File: config.mk
export PLATFORM = sky130hd
export DESIGN_NAME = dspm_build
export DESIGN_NICKNAME = d
export VERILOG_FILES = /design/src/hw/rtl/distance_signature_point_matcher_defines.svh /design/src/hw/rtl/dspm_pkg.sv /design/src/hw/rtl/dspm_sqrt.sv /design/src/hw/rtl/dspm_build.sv
export SDC_FILE = /design/constraint.sdc
export NUM_CORES = 2
export LEC_CHECK = 0
export ABC_AREA = 1
export ABC_CLOCK_PERIOD_IN_PS = 12200
export BUFFER_PORTS_ARGS = -buffer_cell sky130_fd_sc_hd__buf_2
export CORE_MARGIN = 10
export CORE_UTILIZATION = 45
export CTS_CLUSTER_DIAMETER = 150
export CTS_CLUSTER_SIZE = 30
export DETAILED_ROUTE_END_ITERATION = 10
export PLACE_DENSITY_LB_ADDON = 0.12
export SLEW_MARGIN = 20
export SYNTH_ARGS = -nofsm -noshare
export SYNTH_HDL_FRONTEND = slang
export SYNTH_SLANG_ARGS = --single-unit
File: constraint.sdc
create_clock -name clk -period 12.2 [get_ports clk]
set_input_delay 1.22 -clock clk [delete_from_list [all_inputs] [get_ports clk]]
set_output_delay 1.22 -clock clk [all_outputs]
set_load 0.05 [all_outputs]
File: src/hw/rtl/distance_signature_point_matcher_defines.svh
// ----------------------------------------------------------------------------
// Distance signature point matcher: assertion macros
// Shared concurrent assertion shorthands, clocked on clk and quiet in reset.
// ----------------------------------------------------------------------------
`ifndef DISTANCE_SIGNATURE_POINT_MATCHER_DEFINES_SVH
`define DISTANCE_SIGNATURE_POINT_MATCHER_DEFINES_SVH

// Condition holds at every edge
`define DSPM_ASSERT_HOLDS(lbl, cond, msg) \
  lbl: assert property (@(posedge clk) disable iff (rst) (cond)) else $error(msg);

// Consequence holds on the edge after the trigger
`define DSPM_ASSERT_NEXT(lbl, trig, cons, msg) \
  lbl: assert property (@(posedge clk) disable iff (rst) (trig) |=> (cons)) else $error(msg);

`endif

File: src/hw/rtl/dspm_pkg.sv
// ----------------------------------------------------------------------------
// dspm_pkg
// Types, widths and codes shared by the distance signature point matcher.
// ----------------------------------------------------------------------------
package dspm_pkg;

  localparam int MAX_POINTS_DEF = 8;
  localparam int COORD_W        = 24;
  localparam int DIST_W         = 26;
  localparam int TOL_W          = 26;
  localparam int PC_W           = 4;
  localparam int SLOT_W         = 3;
  localparam int SQ_IN_W        = 52;
  localparam int SQRT_STEPS     = 26;
  localparam logic [PC_W-1:0] PC_RESET  = 4'd6;
  localparam logic [TOL_W-1:0] TOL_RESET = 26'd240;

  typedef enum logic [1:0] {
    KIND_LOAD_SRC = 2'd0,
    KIND_LOAD_TGT = 2'd1,
    KIND_RUN      = 2'd2
  } kind_t;

  typedef enum logic [1:0] {
    CFG_POINT_COUNT = 2'd0,
    CFG_MATCH_TOL   = 2'd1
  } cfg_reg_t;

  typedef enum logic [3:0] {
    B_IDLE, B_FETCH_I, B_LATCH_I, B_FETCH_J, B_MUL, B_ACC, B_ROOT, B_WAIT, B_WRITE
  } build_state_t;

  typedef enum logic [2:0] {
    C_IDLE, C_READ, C_SQ, C_ACC, C_EMIT
  } cmp_state_t;

  typedef struct packed {
    logic signed [COORD_W-1:0] x;
    logic signed [COORD_W-1:0] y;
    logic signed [COORD_W-1:0] z;
  } point_t;

  // One signature word written from the builder into the signature store
  typedef struct packed {
    logic              valid;
    logic              target;
    logic [SLOT_W-1:0] row;
    logic [SLOT_W-1:0] col;
    logic [DIST_W-1:0] data;
  } sig_wr_t;

endpackage

File: src/hw/rtl/dspm_sqrt.sv
// ----------------------------------------------------------------------------
// dspm_sqrt
// Iterative floor square root, one result bit per cycle.
// ----------------------------------------------------------------------------
module dspm_sqrt (
  input  logic                             clk,
  input  logic                             rst,
  input  logic                             start,
  input  logic [dspm_pkg::SQ_IN_W-1:0]     radicand,
  output logic                             done,
  output logic [dspm_pkg::DIST_W-1:0]      root
);

  localparam int STEP_W = $clog2(dspm_pkg::SQRT_STEPS + 1);

  logic                         busy;
  logic [dspm_pkg::SQ_IN_W-1:0] rem;
  logic [dspm_pkg::SQ_IN_W-1:0] res;
  logic [dspm_pkg::SQ_IN_W-1:0] bitv;
  logic [dspm_pkg::SQ_IN_W-1:0] trial;
  logic [STEP_W-1:0]            step;

  assign trial = res + bitv;
  assign root  = res[dspm_pkg::DIST_W-1:0];

  // Step the restoring root one bit pair per cycle
  always_ff @(posedge clk) begin
    if (rst) begin
      busy <= 1'b0;
      done <= 1'b0;
    end else begin
      done <= 1'b0;
      if (start) begin
        rem  <= radicand;
        res  <= '0;
        bitv <= dspm_pkg::SQ_IN_W'(1) << (2 * (dspm_pkg::SQRT_STEPS - 1));
        step <= '0;
        busy <= 1'b1;
      end else if (busy) begin
        if (rem >= trial) begin
          rem <= rem - trial;
          res <= (res >> 1) + bitv;
        end else begin
          res <= res >> 1;
        end
        bitv <= bitv >> 2;
        step <= step + STEP_W'(1);
        if (step == STEP_W'(dspm_pkg::SQRT_STEPS - 1)) begin
          busy <= 1'b0;
          done <= 1'b1;
        end
      end
    end
  end

endmodule

File: src/hw/rtl/dspm_build.sv
// ----------------------------------------------------------------------------
// dspm_build
// Point store and signature builder: pairwise distances, root, sorted rows.
// ----------------------------------------------------------------------------
module dspm_build #(
  parameter int MAX_POINTS = dspm_pkg::MAX_POINTS_DEF,
  localparam int IDX_W     = $clog2(MAX_POINTS),
  localparam int CNT_W     = $clog2(MAX_POINTS + 1)
) (
  input  logic                clk,
  input  logic                rst,
  input  logic                load_en,
  input  logic                load_target,
  input  logic [IDX_W-1:0]    load_slot,
  input  dspm_pkg::point_t    load_point,
  input  logic                start,
  input  logic [CNT_W-1:0]    n,
  output logic                busy,
  output logic                done,
  output dspm_pkg::sig_wr_t   sig_wr
);

  localparam int DEPTH = 2 ** (IDX_W + 1);
  localparam int DIFF_W = dspm_pkg::COORD_W + 1;

  dspm_pkg::build_state_t state, state_next;

  dspm_pkg::point_t coord_mem [DEPTH];
  dspm_pkg::point_t rd_q;
  dspm_pkg::point_t pi;
  logic             rd_en;
  logic [IDX_W:0]   rd_addr;

  logic             cloud;
  logic [CNT_W-1:0] i, j, k;
  logic [1:0]       axis;

  logic signed [dspm_pkg::COORD_W-1:0] a_sel, b_sel;
  logic signed [DIFF_W-1:0]            diff;
  logic [DIFF_W-1:0]                   mag;
  logic [2*DIFF_W-1:0]                 prod;
  logic [dspm_pkg::SQ_IN_W-1:0]        acc;

  logic [dspm_pkg::DIST_W-1:0] row     [MAX_POINTS];
  logic [dspm_pkg::DIST_W-1:0] row_ins [MAX_POINTS];

  logic                        sqrt_start, sqrt_done;
  logic [dspm_pkg::DIST_W-1:0] root;

  dspm_sqrt u_sqrt (
    .clk      (clk),
    .rst      (rst),
    .start    (sqrt_start),
    .radicand (acc),
    .done     (sqrt_done),
    .root     (root)
  );

  // Point store: one write port for loads, one registered read port
  always_ff @(posedge clk) begin
    if (load_en) begin
      coord_mem[{load_target, load_slot}] <= load_point;
    end
    if (rd_en) begin
      rd_q <= coord_mem[rd_addr];
    end
  end

  // Absolute difference on the selected axis
  always_comb begin
    case (axis)
      2'd0:    begin a_sel = pi.x; b_sel = rd_q.x; end
      2'd1:    begin a_sel = pi.y; b_sel = rd_q.y; end
      default: begin a_sel = pi.z; b_sel = rd_q.z; end
    endcase
    diff = {a_sel[dspm_pkg::COORD_W-1], a_sel} - {b_sel[dspm_pkg::COORD_W-1], b_sel};
    mag  = diff[DIFF_W-1] ? DIFF_W'(-diff) : DIFF_W'(diff);
  end

  // Insert the new root into the descending row
  always_comb begin
    for (int p = 0; p < MAX_POINTS; p++) begin
      if (row[p] >= root) begin
        row_ins[p] = row[p];
      end else if (p == 0) begin
        row_ins[p] = root;
      end else if (row[(p == 0) ? 0 : p - 1] >= root) begin
        row_ins[p] = root;
      end else begin
        row_ins[p] = row[(p == 0) ? 0 : p - 1];
      end
    end
  end

  always_ff @(posedge clk) begin
    if (rst) begin
      state <= dspm_pkg::B_IDLE;
    end else begin
      state <= state_next;
    end
  end

  // Sequence the builder
  always_comb begin
    state_next    = state;
    rd_en         = 1'b0;
    rd_addr       = {cloud, i[IDX_W-1:0]};
    sqrt_start    = 1'b0;
    done          = 1'b0;
    sig_wr.valid  = 1'b0;
    sig_wr.target = cloud;
    sig_wr.row    = dspm_pkg::SLOT_W'(i[IDX_W-1:0]);
    sig_wr.col    = dspm_pkg::SLOT_W'(k[IDX_W-1:0]);
    sig_wr.data   = row[k[IDX_W-1:0]];
    case (state)
      dspm_pkg::B_IDLE: begin
        if (start) state_next = dspm_pkg::B_FETCH_I;
      end
      dspm_pkg::B_FETCH_I: begin
        rd_en      = 1'b1;
        state_next = dspm_pkg::B_LATCH_I;
      end
      dspm_pkg::B_LATCH_I: begin
        state_next = dspm_pkg::B_FETCH_J;
      end
      dspm_pkg::B_FETCH_J: begin
        rd_en      = 1'b1;
        rd_addr    = {cloud, j[IDX_W-1:0]};
        state_next = dspm_pkg::B_MUL;
      end
      dspm_pkg::B_MUL: begin
        if (axis == 2'd2) state_next = dspm_pkg::B_ACC;
      end
      dspm_pkg::B_ACC: begin
        state_next = dspm_pkg::B_ROOT;
      end
      dspm_pkg::B_ROOT: begin
        sqrt_start = 1'b1;
        state_next = dspm_pkg::B_WAIT;
      end
      dspm_pkg::B_WAIT: begin
        if (sqrt_done) begin
          state_next = (j == n - CNT_W'(1)) ? dspm_pkg::B_WRITE : dspm_pkg::B_FETCH_J;
        end
      end
      dspm_pkg::B_WRITE: begin
        sig_wr.valid = 1'b1;
        if (k == n - CNT_W'(1)) begin
          if (i == n - CNT_W'(1) && cloud) begin
            done       = 1'b1;
            state_next = dspm_pkg::B_IDLE;
          end else begin
            state_next = dspm_pkg::B_FETCH_I;
          end
        end
      end
      default: state_next = dspm_pkg::B_IDLE;
    endcase
  end

  assign busy = (state != dspm_pkg::B_IDLE);

  // Datapath registers and loop counters
  always_ff @(posedge clk) begin
    case (state)
      dspm_pkg::B_IDLE: begin
        cloud <= 1'b0;
        i     <= '0;
      end
      dspm_pkg::B_LATCH_I: begin
        pi <= rd_q;
        j  <= '0;
        for (int p = 0; p < MAX_POINTS; p++) row[p] <= '0;
      end
      dspm_pkg::B_FETCH_J: begin
        axis <= 2'd0;
      end
      dspm_pkg::B_MUL: begin
        prod <= mag * mag;
        acc  <= (axis == 2'd0) ? '0 : acc + dspm_pkg::SQ_IN_W'(prod);
        axis <= axis + 2'd1;
      end
      dspm_pkg::B_ACC: begin
        acc <= acc + dspm_pkg::SQ_IN_W'(prod);
      end
      dspm_pkg::B_WAIT: begin
        if (sqrt_done) begin
          row <= row_ins;
          j   <= j + CNT_W'(1);
          k   <= '0;
        end
      end
      dspm_pkg::B_WRITE: begin
        k <= k + CNT_W'(1);
        if (k == n - CNT_W'(1)) begin
          if (i == n - CNT_W'(1)) begin
            i     <= '0;
            cloud <= 1'b1;
          end else begin
            i <= i + CNT_W'(1);
          end
        end
      end
      default: ;
    endcase
  end

endmodule

# [Word level (Yosys, flattened, before mapping)]
# Memory sizes are Yosys's and may differ from the RTL's. A register that Yosys moved wholly into a read port is not among the register bits.
# Cells that the tools add are included.
# Widths: inputs -> output; s select.
[classes] n_addsub=12 n_mul=1 n_lt_le_gt_ge=10 n_eq_ne=27 muxes=63 n_bitwise=3 reduce_logical=28
[ops] cell="$mux 26" count=17
[ops] cell="$pmux 208 s2" count=1
[ops] cell="$mux 52" count=6
[ops] cell="$ge 26x26->1" count=8
[ops] cell="$mux 208" count=1
[ops] cell="$pmux 52 s2" count=1
[ops] cell="$pmux 24 s2" count=2
[ops] cell="$bmux 26 s3" count=1
[ops] cell="$add 51x51->52" count=1
[ops] cell="$add 52x50->52" count=1
[ops] cell="$add 52x51->52" count=1
[ops] cell="$ge 52x52->1" count=1
[ops] cell="$sub 52x52->52" count=1
[ops] cell="$mux 51" count=1
[ops] cell="$mul 25x25->50" count=1
[ops] cell="$mux 4" count=9
[ops] cell="$pmux 4 s9" count=1
[ops] cell="$reduce_and 3->1" count=10
[ops] cell="$mux 25" count=1
[ops] cell="$neg 25->25" count=1
[ops] cell="$sub 24x24->25" count=1
[ops] cell="$ne 2x2->1 const B" count=12
[ops] cell="$pmux 4 s2" count=3
[ops] cell="$eq 4x3->1 const B" count=4
[ops] cell="other kinds (29)" count=58
[totals] ff_bits=538 ram_bits=1152 output_inout_bits=36 mem_count=1
[memory_table] memory="coord_mem" depth=16 word_bits=72 read_ports=1 rd_ports_with_merged_regs=1 wr=1 line_no="dspm_build.sv:28" rtl="dspm_pkg::point_t coord_mem [DEPTH];"

# [Longest topological paths before layout]
[logic_depth] ltp_word=6 ltp_mapped=54 ltp_nobuf=52

# [Hierarchy]
# Synthesis repeated with hierarchy kept, for this count alone.
[hier_totals] hier_cells=11290 area_unflattened_um2=108585.4
[by_module_without_submodules] mod="dspm_build" n_inst=1 cells_each=8506 area_per_inst_um2=91800.5
[by_module_without_submodules] mod="dspm_sqrt" n_inst=1 cells_each=2784 area_per_inst_um2=16784.8

# [Worst setup path after synthesis]
# OpenSTA, ideal clock, no wires.
[synth_path] kind="register to register" startpoint="register axis[0]" endpoint="register prod[47] (data pin)" arrival_ns=9.155 t_required_ns=11.935 path_slack_ns=2.780 stages_incl_launch_ff=53 period_less_slack_ns=9.420 cell_sequence="edfxtp_1 -> inv_1 -> ha_1 -> clkbuf_1 -> clkbuf_1 -> buf_1 -> nand2_1 -> nand3_1 -> ha_1 -> inv_1 -> fa_1 -> xnor2_2 -> nand2_1 -> nor2_1 -> nand3_1 -> nor2_2 -> nand2_1 -> nor2_2 -> (+17 left out) -> inv_1 -> fa_1 -> fa_1 -> inv_1 -> fa_1 -> inv_1 -> ha_1 -> nand2_1 -> nor2_1 -> nand2_1 -> nor4_1 -> nand2_1 -> nand3_1 -> nand2_1 -> nand2_1 -> nand3_1 -> o21ai_0 -> xor2_1"
[synth_via] elab_chain_len=6 word_cells_on_any_way=8
[synth_lines] item="start, declared" line_no="dspm_build.sv:36" rtl="logic [1:0] axis;"
[synth_lines] item="start signal, assigned" line_no="dspm_build.sv:181" rtl="axis <= axis + 2'd1;"
[synth_lines] item="$eq 2x1->1 or $logic_not 2->1 (tied branches)" line_no="dspm_build.sv:71" rtl="case (axis)"
[synth_lines] item="$pmux 24 s2" line_no="dspm_build.sv:71"
[synth_lines] item="$sub 24x24->25 *" line_no="dspm_build.sv:76" rtl="diff = {a_sel[dspm_pkg::COORD_W-1], a_sel} - {b_sel[dspm_pkg::COORD_W-1], b_sel};"
[synth_lines] item="$neg 25->25" line_no="dspm_build.sv:77" rtl="mag = diff[DIFF_W-1] ? DIFF_W'(-diff) : DIFF_W'(diff);"
[synth_lines] item="$mux 25 *" line_no="dspm_build.sv:77"
[synth_lines] item="$mul 25x25->50 *" line_no="dspm_build.sv:179" rtl="prod <= mag * mag;"
[synth_lines] item="end signal, assigned" line_no="dspm_build.sv:179"
[synth_lines] item="end, declared" line_no="dspm_build.sv:41" rtl="logic [2*DIFF_W-1:0] prod;"
# Mark *: on every way between the ends. The rest lies on a longest branch, timed or not.
# A chain may end at the register's enable or synchronous reset.

# [Worst setup path after layout]
# Ends and elaborated chain as after synthesis.

==> results.cfg <==
[grt]
grt_use_met2_pct = 39.6
grt_usage_pct = 24.3
grt_util_met1_pct = 34.6
grt_pass1_vias = 76000
grt_pass1_wl_um = 480000
grt_max_degree = 191
met3_usage_pct = 3.20
grt_antenna_before_repair = 42
overflow = 0
busiest_layer = met2

[cells_and_area]
layout.nets = 11600
syn_to_final_growth_pct = 5.87
final_area_um2 = 112000
drive_gt1_share_pct = 4.75

[setup_path]
worstPathMaxFanout = 47
critPathRequiredTime_ns = 12.70
path_class = flop to flop
critical_path.startpoint_type = flop
crit_path_max_incr_delay_ns = 0.60
cp.arrival_ns = 11.25
cp_slowest_cell = fa_1
crit_top_cell = nand2_1
cp-end-kind = flop
crit_family = adder cells
cp.buffers_inverters = 7

[sta]
drv_slew = 0
relSlewSlack_pct = 25.7
fin_skew_ns = 0.0427
setup_ws_ns = 1.45
rsz0062_at_grt = false
final.period_utilization_pct = 88.1
post-route-min-period_ns = 10.75
max_freq_mhz = 93.0
tightest_slew_ns = 1.11
setup_viol = 0
tns_ns = 0
final_hold_viol_count = 0

[drt]
ant_nets = 0
wl_um = 320000
wl_per_cell_um = 23.4
dr_total_vias = 77500
avgViaCountPerCell = 5.66
drc_errors = 0
firstDrtPassIters = 9
drt_iter0_markers = 7750

[yosys]
ys_seq_area_share_pct = 50.0
synthesis.area_um2 = 106000
synthesis.instances = 10600
yosysWarnings = 0
synth-edff-count = 1755
async_reset_ff_share_pct = 0
yosysUniqueCellTypes = 59
ys.flop_type = edfxtp_1
avgSynthCellArea_um2 = 9.97
ys_seq_elements = 1761

[clock_network]
cts_setup_buffers = 0
path_clk_slew_ns = 0.12
clk_latency_ns = 0.77
cts_tree = done
cts_hold_buf = 0
post_cts_resized = 0
numCtsBuffers = 69
ctsLongestPathBuffers = 3
cts-root-buf = clkbuf_16
clock_sinks = 1761
ctsHtreeMaxLevel = 3

[die]
initial_utilization_pct = 45.3
die_area_um2 = 254000
fp.coreArea_um2 = 233000
die_x_um = 504
rows = 177
fp.dieH_um = 504
io_pins = 120

[min_path]
hold_path_class = flop to flop

[run_status]
outcome = complete, no violations

[placement]
pre_cts_ws_ns = 1.49
gp_congestion = 0.913
postPlaceCellArea_um2 = 110000
io_buffer_count = 119
dp_hpwl_um = 219000

[flow_run]
max_cap_violations = 0
sequential cells by signal, indices dropped and copies added, names as in the netlist:
name	count
rd_q	72
j	4
u_sqrt.busy	1
u_sqrt.bitv	26
row	208
coord_mem	1152
axis	2
u_sqrt.done	1
u_sqrt.step	5
acc	52
cloud	1
i	4
prod	49
u_sqrt.rem	52
u_sqrt.res	52
pi	72
state	4
k	4
layout by cell type (no fill, tap or decap), types with 8 or more instances in the layout:
master and n:
a211oi_1 12, a21boi_0 14, a21o_1 25, a21oi_1 535, a22o_1 24, a22oi_1 76, a31oi_1 73, and3_1 13
buf_2 119, buf_4 125, clkbuf_1 9, clkbuf_16 69, clkinv_1 27, conb_1 18, diode_2 16, edfxtp_1 1755
fa_1 471, ha_1 576, inv_1 1232, inv_2 21, nand2_1 1450, nand2_2 16, nand3_1 255, nand3_2 9
nand3b_1 8, nand4_1 65, nor2_1 1544, nor2_2 23, nor2_4 28, nor3_1 55, nor4_1 44, o211ai_1 110
o21a_1 24, o21ai_0 1075, o21bai_1 26, o221ai_1 201, o22ai_1 129, or2_2 33, xnor2_1 57, xor2_1 96
worst reg2reg max path, delay by kind of cell (launching register included):
kind                     cells  cell delay [ns]
AO/OA/AOI/OAI                4             0.82
XOR/XNOR                     1             0.09
adder cells (fa/ha/maj)     11             4.95
buffers and inverters        7             1.25
flip-flops                   1             0.44
AND/OR/NAND/NOR             18             2.97
Yosys cell counts (12+ instances only):
cell type / instances / area share [%]
nand3_1: 259 / 1.2
inv_2: 23 / 0.082
o221ai_1: 201 / 1.7
ha_1: 578 / 6.8
a22oi_1: 76 / 0.54
or2_2: 33 / 0.20
and3_1: 13 / 0.077
buf_1: 17 / 0.060
inv_1: 1236 / 4.4
nor3_1: 55 / 0.26
nor2_2: 23 / 0.14
buf_2: 31 / 0.15
fa_1: 471 / 8.9
xnor2_1: 57 / 0.47
o22ai_1: 129 / 0.76
a21oi_1: 537 / 2.5
o211ai_1: 110 / 0.78
o21bai_1: 26 / 0.18
edfxtp_1: 1755 / 50
nand2_1: 1453 / 5.2
nor4_1: 44 / 0.26
a211oi_1: 12 / 0.085
o21a_1: 24 / 0.17
clkinv_1: 27 / 0.096
a22o_1: 24 / 0.20
a21boi_0: 14 / 0.10
o21ai_0: 1083 / 5.1
a31oi_1: 73 / 0.43
a21o_1: 25 / 0.18
nor2_1: 1565 / 5.6
nand2_2: 14 / 0.083
nand4_1: 65 / 0.39
clkbuf_1: 350 / 1.2
buf_4: 16 / 0.11
xor2_1: 98 / 0.81
path summary, 6_finish.rpt:
path	startpoint	end	slack [ns]	depth (start not counted)
min	rd_q[47]	pi[47]	0.46	0
max	axis[0]	prod[47]	1.45	41
min reg2reg	rd_q[47]	pi[47]	0.46	0
max reg2reg	axis[0]	prod[47]	1.45	41
area by class of cell:
class	count	area, um2
fill	21700	121000
clock buffer	78	1760
sequential	1761	52800
inverter	1287	4860
multi-input combinational	7144	46600
timing repair buffer	250	1650
antenna	16	40.0
clock inverter	11	158
tap	3132	3920
per-stage QoR:
step           hold slack [ns]  utilization (%)  instances
2_1_floorplan            0.426                -      10600
3_3_place_gp             0.446             47.1      13600
3_5_place_dp             0.450             47.1      13600
4_1_cts                  0.453             48.0      13700
5_1_grt                  0.482             48.0      13700
6_report                 0.459             48.0      13700
layer usage:
layer	wire, um	part of all wire, %
met3	19100	6.0
met4	7350	2.3
met1	144000	45
met5	193	0.060
met2	149000	47
kinds of logic (layout without fill, tap and decap cells):
| family | after synthesis | after routing | synth area share [%] |
|---|---|---|---|
| other | 2 | 34 | 0.00711 |
| flip-flops | 1761 | 1761 | 50.0 |
| XOR/XNOR | 160 | 160 | 1.36 |
| AO/OA/AOI/OAI | 2360 | 2360 | 13.0 |
| adder cells (fa/ha/maj) | 1049 | 1049 | 15.8 |
| buffers and inverters | 1706 | 1626 | 6.20 |
| AND/OR/NAND/NOR | 3557 | 3557 | 13.7 |
Power is not shown: default switching activity piles up to over one toggle a cycle in this logic, so the estimate is an artifact.
